[src/design/dhoa_pkg.sv]
// ----------------------------------------------------------------------------
// dhoa_pkg: shared types and constants for the digit hash insert core
// Widths, register indexes, controller states, and the command and status
// bundles that pass between the controller and the datapath.
// ----------------------------------------------------------------------------
package dhoa_pkg;

   localparam int MAX_SLOTS   = 2048;
   localparam int SLOT_W      = 11;            // slot_written field width
   localparam int SIZE_W      = 12;            // table_size, counts up to MAX_SLOTS
   localparam int HI_W        = 20;
   localparam int LO_W        = 24;
   localparam int DATA_W      = 32;
   localparam int KEY_W       = HI_W + LO_W;
   localparam int ENTRY_W     = 1 + KEY_W + DATA_W;
   localparam int COLL_W      = 32;
   localparam int REQ_TDATA_W = 80;
   localparam int RSP_TDATA_W = 72;
   localparam int CSR_INDEX_W = 1;
   localparam int CSR_DATA_W  = 12;
   localparam int DIV_W       = 11;            // hash sums and steps stay below 2048
   localparam int DIV_CNT_W   = 4;

   localparam logic [CSR_INDEX_W-1:0] REG_HASH_MODE  = 1'b0;
   localparam logic [CSR_INDEX_W-1:0] REG_TABLE_SIZE = 1'b1;
   localparam logic [SIZE_W-1:0]      TABLE_SIZE_RESET = 12'd1280;
   localparam logic                   MODE_EXTRACT   = 1'b0;
   localparam logic [3:0]             DIGIT_MAX      = 4'd9;
   localparam logic [DIV_CNT_W-1:0]   DIV_STEPS      = DIV_CNT_W'(DIV_W);

   typedef enum logic [3:0] {
      ST_CLEAR,
      ST_IDLE,
      ST_CHECK,
      ST_HOME_DIV,
      ST_STEP_DIV,
      ST_READ,
      ST_TEST,
      ST_WRITE,
      ST_FINISH
   } state_type;

   typedef struct packed {
      logic load_in;
      logic clear_step;
      logic div_start_home;
      logic div_start_step;
      logic div_step;
      logic home_latch;
      logic step_latch;
      logic probe_hit;
      logic probe_free;
      logic write_slot;
      logic load_rsp;
   } cmd_type;

   typedef struct packed {
      logic clear_last;
      logic bad;
      logic div_done;
      logic slot_occupied;
      logic path_full;
      logic rsp_free;
   } sts_type;

endpackage

[src/design/dhoa_ctrl.sv]
// ----------------------------------------------------------------------------
// dhoa_ctrl: insert sequencer
// Clears the slot memory after reset. Each item: digit check; if good, two
// remainder passes, the probe loop and the slot write; then the result.
// ----------------------------------------------------------------------------
module dhoa_ctrl
   import dhoa_pkg::*;
(
   input  logic    clock,
   input  logic    reset,
   input  logic    req_tvalid,
   output logic    req_tready,
   input  sts_type sts,
   output cmd_type cmd
);

   state_type state_ff;
   state_type state_in;

   always_ff @(posedge clock) begin
      if (reset) begin
         state_ff <= ST_CLEAR;
      end else begin
         state_ff <= state_in;
      end
   end

   always_comb begin
      state_in   = state_ff;
      cmd        = '0;
      req_tready = 1'b0;
      case (state_ff)
         ST_CLEAR: begin
            cmd.clear_step = 1'b1;
            if (sts.clear_last) begin
               state_in = ST_IDLE;
            end
         end
         ST_IDLE: begin
            req_tready = 1'b1;
            if (req_tvalid) begin
               cmd.load_in = 1'b1;
               state_in    = ST_CHECK;
            end
         end
         ST_CHECK: begin
            if (sts.bad) begin
               state_in = ST_FINISH;
            end else begin
               cmd.div_start_home = 1'b1;
               state_in           = ST_HOME_DIV;
            end
         end
         ST_HOME_DIV: begin
            if (sts.div_done) begin
               cmd.home_latch     = 1'b1;
               cmd.div_start_step = 1'b1;
               state_in           = ST_STEP_DIV;
            end else begin
               cmd.div_step = 1'b1;
            end
         end
         ST_STEP_DIV: begin
            if (sts.div_done) begin
               cmd.step_latch = 1'b1;
               state_in       = ST_READ;
            end else begin
               cmd.div_step = 1'b1;
            end
         end
         ST_READ: begin
            // wait for the registered slot read
            state_in = ST_TEST;
         end
         ST_TEST: begin
            if (!sts.slot_occupied) begin
               cmd.probe_free = 1'b1;
               state_in       = ST_WRITE;
            end else begin
               cmd.probe_hit = 1'b1;
               state_in      = sts.path_full ? ST_WRITE : ST_READ;
            end
         end
         ST_WRITE: begin
            cmd.write_slot = 1'b1;
            state_in       = ST_FINISH;
         end
         ST_FINISH: begin
            // hold until the result register is free
            if (sts.rsp_free) begin
               cmd.load_rsp = 1'b1;
               state_in     = ST_IDLE;
            end
         end
         default: begin
            state_in = ST_IDLE;
         end
      endcase
   end

   a_write_never_bad: assert property (@(posedge clock) disable iff (reset)
      state_ff == ST_WRITE |-> !sts.bad)
      else $error("slot write with a bad digit");

   a_accept_to_check: assert property (@(posedge clock) disable iff (reset)
      req_tvalid && req_tready |=> state_ff == ST_CHECK)
      else $error("accepted beat did not enter the digit check");

   a_free_slot_writes: assert property (@(posedge clock) disable iff (reset)
      state_ff == ST_TEST && !sts.slot_occupied |=> state_ff == ST_WRITE)
      else $error("free slot did not lead to a write");

endmodule

[config.mk]
export PLATFORM = sky130hd
export DESIGN_NAME = dhoa_ctrl
export DESIGN_NICKNAME = d
export VERILOG_FILES = /design/src/design/dhoa_pkg.sv /design/src/design/dhoa_ctrl.sv
export SDC_FILE = /design/constraint.sdc
export NUM_CORES = 1
export LEC_CHECK = 0
export ABC_AREA = 1
export CAP_MARGIN = 20
export CORE_AREA = 2 2 39 41
export CTS_CLUSTER_DIAMETER = 80
export DETAILED_ROUTE_END_ITERATION = 6
export DIE_AREA = 0 0 41 43
export DONT_BUFFER_PORTS = 1
export GPL_ROUTABILITY_DRIVEN = 0
export PLACE_DENSITY_LB_ADDON = 0.08
export SYNTH_ARGS = -nofsm -noshare
export SYNTH_HDL_FRONTEND = slang
export SYNTH_SLANG_ARGS = --single-unit
[constraint.sdc]
create_clock -name clock -period 1.6 [get_ports clock]
set_clock_uncertainty 0.15 [all_clocks]
set_input_delay 0.24 -clock clock [delete_from_list [all_inputs] [get_ports clock]]
set_output_delay 0.24 -clock clock [all_outputs]
set_load 0.01 [all_outputs]
==> results of run 1 <==
==> cells in the final DEF, fill, tap and decap left out, types with 2 or more instances in the layout <==
master | Yosys | final
nand3_2 | 2 | 3
inv_2 | 2 | 2
inv_1 | 16 | 16
dfxtp_2 | 0 | 2
nand2_1 | 14 | 13
clkbuf_4 | 0 | 3
nor2_1 | 16 | 13
nor2_2 | 4 | 6
nand3_1 | 8 | 7
nor2_4 | 1 | 2
nand2_2 | 3 | 4
==> repair_timing <==
action / 4_1_cts / 5_1_grt
endpoints found under the setup margin: 3 / 9
gates cloned: 0 / 0
resized for setup: 1 / 10
==> worst max path at each step <==
stage / start / endpoint / slack (ns)
6_report: state_ff[0]$_SDFFE_PP0P_ / cmd[9] / 0.06
3_5_place_dp: state_ff[0]$_SDFFE_PP0P_ / cmd[0] / 0.17
4_1_cts: state_ff[1]$_SDFFE_PP0P_ / cmd[3] / -0.01
5_1_grt: state_ff[0]$_SDFFE_PP0P_ / cmd[9] / -0.02
3_3_place_gp: state_ff[0]$_SDFFE_PP0P_ / cmd[0] / 0.15
2_1_floorplan: state_ff[0]$_SDFFE_PP0P_ / cmd[7] / 0.21
==> per-layer routing <==
layer	up-vias	GRT usage
met3	2	0.02094
li1	238	-
met4	0	0.1000
met2	9	0.1938
met1	200	0.1597
met5	-	0
==> worst max-delay path, cell delays in order (launching register included) <==
cell	delay (ns)
dfxtp_4	0.36
nor2_2	0.20
nand2_1	0.15
nor2_1	0.22
==> power groups by stage <==
stage	clock (mW)	sequential (mW)	combinational, mW
floorplan	0	0.192	0.477
CTS	0.129	0.204	0.569
global placement	0	0.206	0.576
finish	0.121	0.224	0.587
detailed placement	0	0.206	0.562
global route	0.133	0.234	0.666
==> kinds of logic (layout without fill, tap and decap cells) <==
| group | Yosys count | in the layout | synth area share |
|---|---|---|---|
| simple gates | 51 | 51 | 0.5888 |
| buf+inv | 19 | 22 | 0.1775 |
| compound gates | 3 | 3 | 0.04436 |
| flops | 4 | 4 | 0.1894 |
==> through the flow <==
stage | hold WS, ns | util | worst slack [ns] | instances | cell area, µm²
6_report | 0.05808 | 0.3590 | 0.05737 | 96 | 496.7
5_1_grt | 0.08512 | 0.3590 | -0.01642 | 96 | 496.7
4_1_cts | 0.06355 | 0.3400 | -0.009565 | 96 | 470.5
3_5_place_dp | 0.3111 | 0.3201 | 0.1730 | 93 | 442.9
3_3_place_gp | 0.3153 | 0.3201 | 0.1520 | 93 | 442.9
2_1_floorplan | 0.2667 | - | 0.2126 | 77 | 422.9
==> final cells by class <==
class / count / area share
Clock buffer: 3 / 0.04534
Multi-Input combinational cell: 54 / 0.5894
Timing Repair Buffer: 1 / 0.01511
Tap cell: 16 / 0.04030
Sequential cell: 4 / 0.1738
Inverter: 18 / 0.1360
==> results.toml, run 1 <==
[min_path]
hold_path_depth = 3
hold_path_class = "in2reg"
min-delay-start = "reset"
whs_endpoint = "state_ff[2]$_SDFFE_PP0P_"

[sta]
period_needed_ns = 1.543
finalSetupViolations = 0
fin_crit_sh = 0.9641
rsz0062_at_grt = "true"
tightest_slew_ns = 0.3706
slew_viol_final = 0
fin_setup_tns_ns = 0
maxSlewHeadroom = 0.7510
hold_viol = 0
clock.fmax_mhz = 648.2

[layout]
drive_gt1_frac = 0.3250
fin_nets = 91
top_register = "state_ff"
fillCellCount = 171
multi_input_area_um2 = 292.8
largestRegisters = "state_ff x4"
antenna_cells = 0
largest_reg_flops = 4
regArea_um2 = 86.33
syn_to_final_growth_pct = 17.46

[synthesis]
synth_cells = 77
ys_ff_latch = 4
syn_nets = 86
synth_cell_types = 16
netlist_top_cells_count = "16 x inv_1, 16 x nor2_1, 14 x nand2_1"
seq_area_frac_synth = 0.1893
ys_top_cells_by_area = "dfxtp_1 19%, inv_1 14%, nor2_1 14%, nand2_1 12%, nand3_1 9.5%"
yosys_warnings = 0
yosys.area.top_type = "dfxtp_1"
netlist_area_um2 = 422.9
netlist.area_leader.share = 0.1893
synth_enable_flop_cells = 0
synth_ff_type = "dfxtp_1"
syn_area_per_cell_um2 = 5.492
async_flop_share = 0

[routing]
wl_met1_um = 431
wl_per_cell_um = 10.45
dr.first_iter.drc_count = 4
maxUsedRoutingLayer = "met4"
wl_um = 1003
vias_per_cell = 4.677
drc = 0
dr_wl_met3_um = 41
dr_total_vias = 449
dr.pass1.iters = 2
met2_length_um = 524
ant_nets = 0

[worst_setup_path]
critPathKind = "reg2out"
cp-start-kind = "flip-flop"
arrival_ns = 1.15
rr_worst_depth = 9
timing.rr.start = "state_ff[3]$_SDFFE_PP0P_"
cp-end-kind = "output pin"
rrSetupSlack_ns = 0.16
critPathMaxFanout = 6
worstPathRequired_ns = 1.21
reg2reg_to = "state_ff[2]$_SDFFE_PP0P_"

[global_route]
grt_max_degree = 7
antenna_found_initial = 0
grt.overflow.total = 0
grt_usage = 0.1313
grt_pass1_vias = 394
grt_pass1_wl_um = 1580

[floorplan]
die_x_um = 41
start_util = 0.3056
io_pins = 21
die_h_um = 43
core_area_um2 = 1384
row_count = 14
die_area_um2 = 1763

[clock_network]
insertion_delay_ns = 0.23
postCtsHoldBufs = 0
clock-root-buffer = "clkbuf_4"
cts_tree = "built"
postCtsSetupBuffers = 0
ctsHtreeMaxLevel = 1
numCtsBuffers = 3
clockBufferDepth = 2
numClockSinks = 4
clkSlewWorstSetupHoldPaths_ns = 0.04

[status]
outcome = "complete, no violations"

[power_and_ir_drop]
clock_power_share = 0.129
netSwitchingFraction = 0.5402
power.internal_mw = 0.4283
power.switching_mw = 0.5032
leakage_nw = 0.2912
p_total_mw = 0.9315
power_density_nw_per_um2 = 1875
power_frac_comb = 0.630
power_frac_seq = 0.240
max-vdd-ir-drop_mv = 0.5745

[placement]
portBuffers = 0
dp_hpwl_um = 831.5

[run]
max-cap-violations = 0
Power figures use the tool's default switching activity.
==> run 2, diff against run 1 <==
- SLEW_MARGIN: default -> 15
- clock period: 1.6 -> 1.3 ns (I/O delays scaled with it)
==> run 2 against run 1 <==
  * The run now ends with negative setup slack left
  * First-iteration DRC count rose by 130%
  * Setup slack got worse by 0.21 ns
  * Utilization rose by 18 points
  * Non-clock buffer count rose by 18
  * Critical path depth rose by 2
  * Design area rose by 50%
  * Via count rose by 19%
  * Clock power rose by 22%
  * Cell count rose by 19%
  * Sequential share of layout area fell by 4.6 points
  * Hold slack got worse by 0.042 ns
  * Total power rose by 87%
  * Highest routed layer unchanged
==> results.toml, run 2 (synthesized netlist as in run 1, its figures left out) <==
[clock_network]
ctsHtreeMaxLevel = 1
postCtsHoldBufs = 0
numClockSinks = 4
numCtsBuffers = 3
insertion_delay_ns = 0.23
clkSlewWorstSetupHoldPaths_ns = 0.04
clockBufferDepth = 2
clock-root-buffer = "clkbuf_4"
cts_tree = "built"

[global_route]
antenna_found_initial = 0
grt.overflow.total = 0
grt_pass1_wl_um = 1987
grt_max_degree = 6
grt_pass1_vias = 496
grt_usage = 0.1628

[min_path]
hold_path_class = "in2reg"
min-delay-start = "reset"

[sta]
rsz0062_at_grt = "true"
fin_crit_sh = 1.120
finalWorstSetupSlack_ns = -0.1554
hold_viol = 0
clock.fmax_mhz = 687.1
period_needed_ns = 1.455
finalSetupViolations = 15
fin_setup_tns_ns = -1.359
tightest_slew_ns = 0.2081
slew_viol_final = 0
maxSlewHeadroom = 0.8608

[placement]
dp_cells = 102
portBuffers = 0
dp_hpwl_um = 910.4
postPlaceCellArea_um2 = 513.0

[worst_setup_path]
critPathMaxFanout = 4
cpMostUsedCell = "nor2_4"
crit_start = "state_ff[2]$_SDFFE_PP0P_"
cp-end-kind = "output pin"
arrival_ns = 1.11
slowest_delay_ns = 0.38
critPathKind = "reg2out"
cp-start-kind = "flip-flop"
cp_top_family = "flip-flops"
cpMaxStageDelayCell = "dfxtp_4"
crit_chain = "inv_4, nor2_4, buf_6, nand2_4, nor2_4"
crit_buf_inv = 2
worstPathRequired_ns = 0.95
timing.rr.start = "state_ff[2]$_SDFFE_PP0P_"

[layout]
antenna_cells = 0
mostFrequentLayoutCells = "15 x buf_4, 10 x inv_1, 10 x nand2_1"
drive_gt1_frac = 0.6122
fin_nets = 109
postLayoutCellArea_um2 = 743.2
largest_reg_flops = 4
final_common_cell = "buf_4"
syn_to_final_growth_pct = 75.74
top_register = "state_ff"
largestRegisters = "state_ff x4"
instances_no_fill = 114
fin_util = 0.5371

[floorplan]
row_count = 14
start_util = 0.3056
core_area_um2 = 1384
io_pins = 21
die_area_um2 = 1763
die_h_um = 43
die_x_um = 41

[run]
max-cap-violations = 0

[routing]
dr.pass1.iters = 4
vias_per_cell = 4.693
wl_um = 1322
ant_nets = 0
drc = 0
dr.first_iter.drc_count = 9
dr_total_vias = 535
wl_per_cell_um = 11.60

[power_and_ir_drop]
power_density_nw_per_um2 = 2346
netSwitchingFraction = 0.4900
power_frac_comb = 0.733
power.switching_mw = 0.8544
max-vdd-ir-drop_mv = 1.089
clock_power_share = 0.085
power.internal_mw = 0.8891
power_frac_seq = 0.182
p_total_mw = 1.744
leakage_nw = 0.4089

[status]
outcome = "finished, violations left"
violations = "negative setup slack"
run 2: cell count changes in the layout (fill, tap and decap cells not counted), sizes merged:
cell and delta:
buf +18
run 2: layer usage:
| layer | vias up | global-route usage | share of wire | wire length (µm) |
|---|---|---|---|---|
| met5 | - | 0 | 0 | 0 |
| met4 | 0 | 0.06000 | 0.0045 | 6 |
| met3 | 2 | 0.03665 | 0.034 | 45 |
| met2 | 11 | 0.2719 | 0.56 | 739 |
| met1 | 248 | 0.1903 | 0.40 | 529 |
| li1 | 274 | - | - | - |
run 2: cell type report:
cell class | count | area [µm²]
clock buffer | 3 | 22.52
sequential | 4 | 95.09
tap | 16 | 20.02
timing repair buffer | 19 | 157.7
inverter | 18 | 75.07
fill | 142 | 640.6
multi-input combinational | 54 | 372.9
run 2: power groups by stage:
stage               clock network (mW)  registers [mW]  logic [mW]
floorplan                            0           0.236       0.589
global placement                     0           0.242       0.874
detailed placement                   0           0.243       0.869
CTS                              0.157           0.312        1.12
global route                     0.167           0.328        1.40
finish                           0.148           0.317        1.28
run 2: metrics by stage:
step | hold WS [ns] | worst slack (ns)
after floorplan | 0.2217 | 0.02477
after global placement | 0.2561 | -0.1098
after detailed placement | 0.2726 | -0.09353
after CTS | 0.01742 | -0.1740
after global routing | 0.02994 | -0.2088
final | 0.01625 | -0.1554
run 2: tightest hold or removal path, delay by kind of cell:
| family | cells | cell delay, ns |
|---|---|---|
| and+or+nand+nor | 2 | 0.10 |
| buffers and inverters | 1 | 0.06 |
run 2: worst paths after layout:
| kind | endpoint | slack (ns) | cells past startpoint |
|---|---|---|---|
| hold reg to reg | state_ff[1]$_SDFFE_PP0P_ | 0.39 | 2 |
| setup reg to reg | state_ff[2]$_SDFFE_PP0P_ | -0.09 | 9 |
| setup / recovery | cmd[3] | -0.16 | 5 |
| hold / removal | state_ff[0]$_SDFFE_PP0P_ | 0.02 | 3 |
run 2: what timing repair did:
item,CTS,global route
buffers inserted,7,3
endpoints found under the setup margin,15,16
pin swaps,8,7
gates cloned,0,0
gates resized for setup,37,10
hold endpoints to repair,0,0
==> run 3, diff against run 2 <==
- BUFFER_PORTS_ARGS: default -> -buffer_cell sky130_fd_sc_hd__buf_2
- DONT_BUFFER_PORTS: 1 -> default
==> run 3 against run 2 <==
  * The flow still finishes with violations (negative setup slack)
  * Sequential cell count unchanged
  * Critical path depth up 1
  * Via count is 20% higher
  * Clock-buffer cell count unchanged
  * First-iteration DRC count up 11%
  * Fmax decreased by 2.4%
  * Cell count increased by 18%
  * Die area unchanged
  * Critical path type unchanged
  * Highest routed layer unchanged
==> results.toml, run 3 (synthesized netlist as in run 1, its figures left out) <==
[status]
outcome = "finished, violations left"
violations = "negative setup slack"

[global_route]
antenna_found_initial = 0
grt.overflow.total = 0
grt_usage = 0.1936
grt_max_degree = 6
grt_pass1_vias = 562
grt_pass1_wl_um = 2283

[clock_network]
clockBufferDepth = 2
cts_tree = "built"
clkSlewWorstSetupHoldPaths_ns = 0.04
numCtsBuffers = 3
clock-root-buffer = "clkbuf_4"
insertion_delay_ns = 0.24
ctsHtreeMaxLevel = 1
numClockSinks = 4

[sta]
clock.fmax_mhz = 670.9
finalWorstSetupSlack_ns = -0.1906
rsz0062_at_grt = "true"
hold_viol = 0
fin_crit_sh = 1.147
maxSlewHeadroom = 0.8180
whs_ns = 0.1016
tightest_slew_ns = 0.2702
slew_viol_final = 0
finalSetupViolations = 15
period_needed_ns = 1.491

[worst_setup_path]
crit_chain = "nor2_4, nand2_2, nand2_2, nand2_2, inv_2, buf_6"
cp-start-kind = "flip-flop"
cpMaxStageDelayCell = "dfxtp_4"
arrival_ns = 1.15
slowest_delay_ns = 0.37
cpMostUsedCell = "nand2_2"
cp-end-kind = "output pin"
critPathKind = "reg2out"
cp_top_family = "simple AND/OR/NAND/NOR gates"
critPathMaxFanout = 4
worstPathRequired_ns = 0.95
crit_buf_inv = 2

[placement]
dp_hpwl_um = 963
portBuffers = 20
dp_cells = 119

[floorplan]
die_h_um = 43
row_count = 14
io_pins = 21
start_util = 0.3056
core_area_um2 = 1384
die_x_um = 41
die_area_um2 = 1763

[power_and_ir_drop]
leakage_nw = 0.5069
max-vdd-ir-drop_mv = 1.380
power_density_nw_per_um2 = 2241
p_total_mw = 2.005

[routing]
dr.first_iter.drc_count = 10
dr.pass1.iters = 4
dr_total_vias = 642
vias_per_cell = 4.756
wl_um = 1560
ant_nets = 0
drc = 0
wl_per_cell_um = 11.56

[layout]
largestRegisters = "state_ff x4"
instances_no_fill = 135
final_common_cell = "buf_2"
antenna_cells = 0
largest_reg_flops = 4
fin_nets = 130
top_register = "state_ff"
drive_gt1_frac = 0.6975
fin_util = 0.6465
mostFrequentLayoutCells = "17 x buf_2, 15 x buf_4, 12 x inv_1, 12 x nor2_1, 10 x nand2_2"
syn_to_final_growth_pct = 111.5

[run]
max-cap-violations = 0

[min_path]
hold_path_class = "in2reg"
run 3: changes by cell type in the layout (fill, tap and decap cells not counted), sizes merged:
cell  previous run  this run
buf             19        40
run 3: through the flow:
stage	setup TNS [ns]	setup WS, ns	cell area [µm²]
CTS	-2.131	-0.1974	807.0
finish	-2.049	-0.1906	894.6
global placement	-0.3899	-0.1021	590.6
floorplan	0	0.02477	425.4
detailed placement	-0.4198	-0.1043	590.6
global route	-3.113	-0.2673	894.6
run 3: final timing paths:
path	from	slack, ns	endpoint	cells past startpoint
min	reset	0.10	state_ff[3]$_SDFFE_PP0P_	4
max	state_ff[1]$_SDFFE_PP0P_	-0.19	cmd[6]	6
min reg2reg	state_ff[1]$_SDFFE_PP0P_	0.51	state_ff[1]$_SDFFE_PP0P_	3
max reg2reg	state_ff[1]$_SDFFE_PP0P_	-0.13	state_ff[2]$_SDFFE_PP0P_	9
run 3: metal layers:
metal	vias to the layer above	share of wire	GRT usage
met5	-	0	0
met4	0	0.011	0.1000
met3	4	0.049	0.03141
met2	17	0.55	0.3188
met1	307	0.39	0.2244
li1	314	-	-
run 3: timing repair:
action                                 CTS  global route
resized for setup                       37            15
setup endpoints to repair               16            16
buffers inserted                         9             4
endpoints found under the hold margin    0             0
hold buffers                             0             0
pin swaps                                8             7
run 3: tightest hold or removal path, cell delays in order:
cell	delay [ns]
buf_2	0.07
inv_1	0.08
nand2_2	0.08
inv_1	0.03
run 3: cell type report:
class | count | area (µm²)
multi-input combinational | 54 | 391.6
tap | 16 | 20.02
fill | 130 | 489.2
clock buffer | 3 | 22.52
timing repair buffer | 40 | 287.8
sequential | 4 | 95.09
inverter | 18 | 77.57
run 3: power breakdown:
group	total [mW]	switching [mW]	internal (mW)	leakage [nW]
sequential	0.331	0.128	0.203	0.0356
clock	0.154	0.0504	0.103	0.0138
combinational	1.52	0.769	0.751	0.457
total	2.00	0.947	1.06	0.507
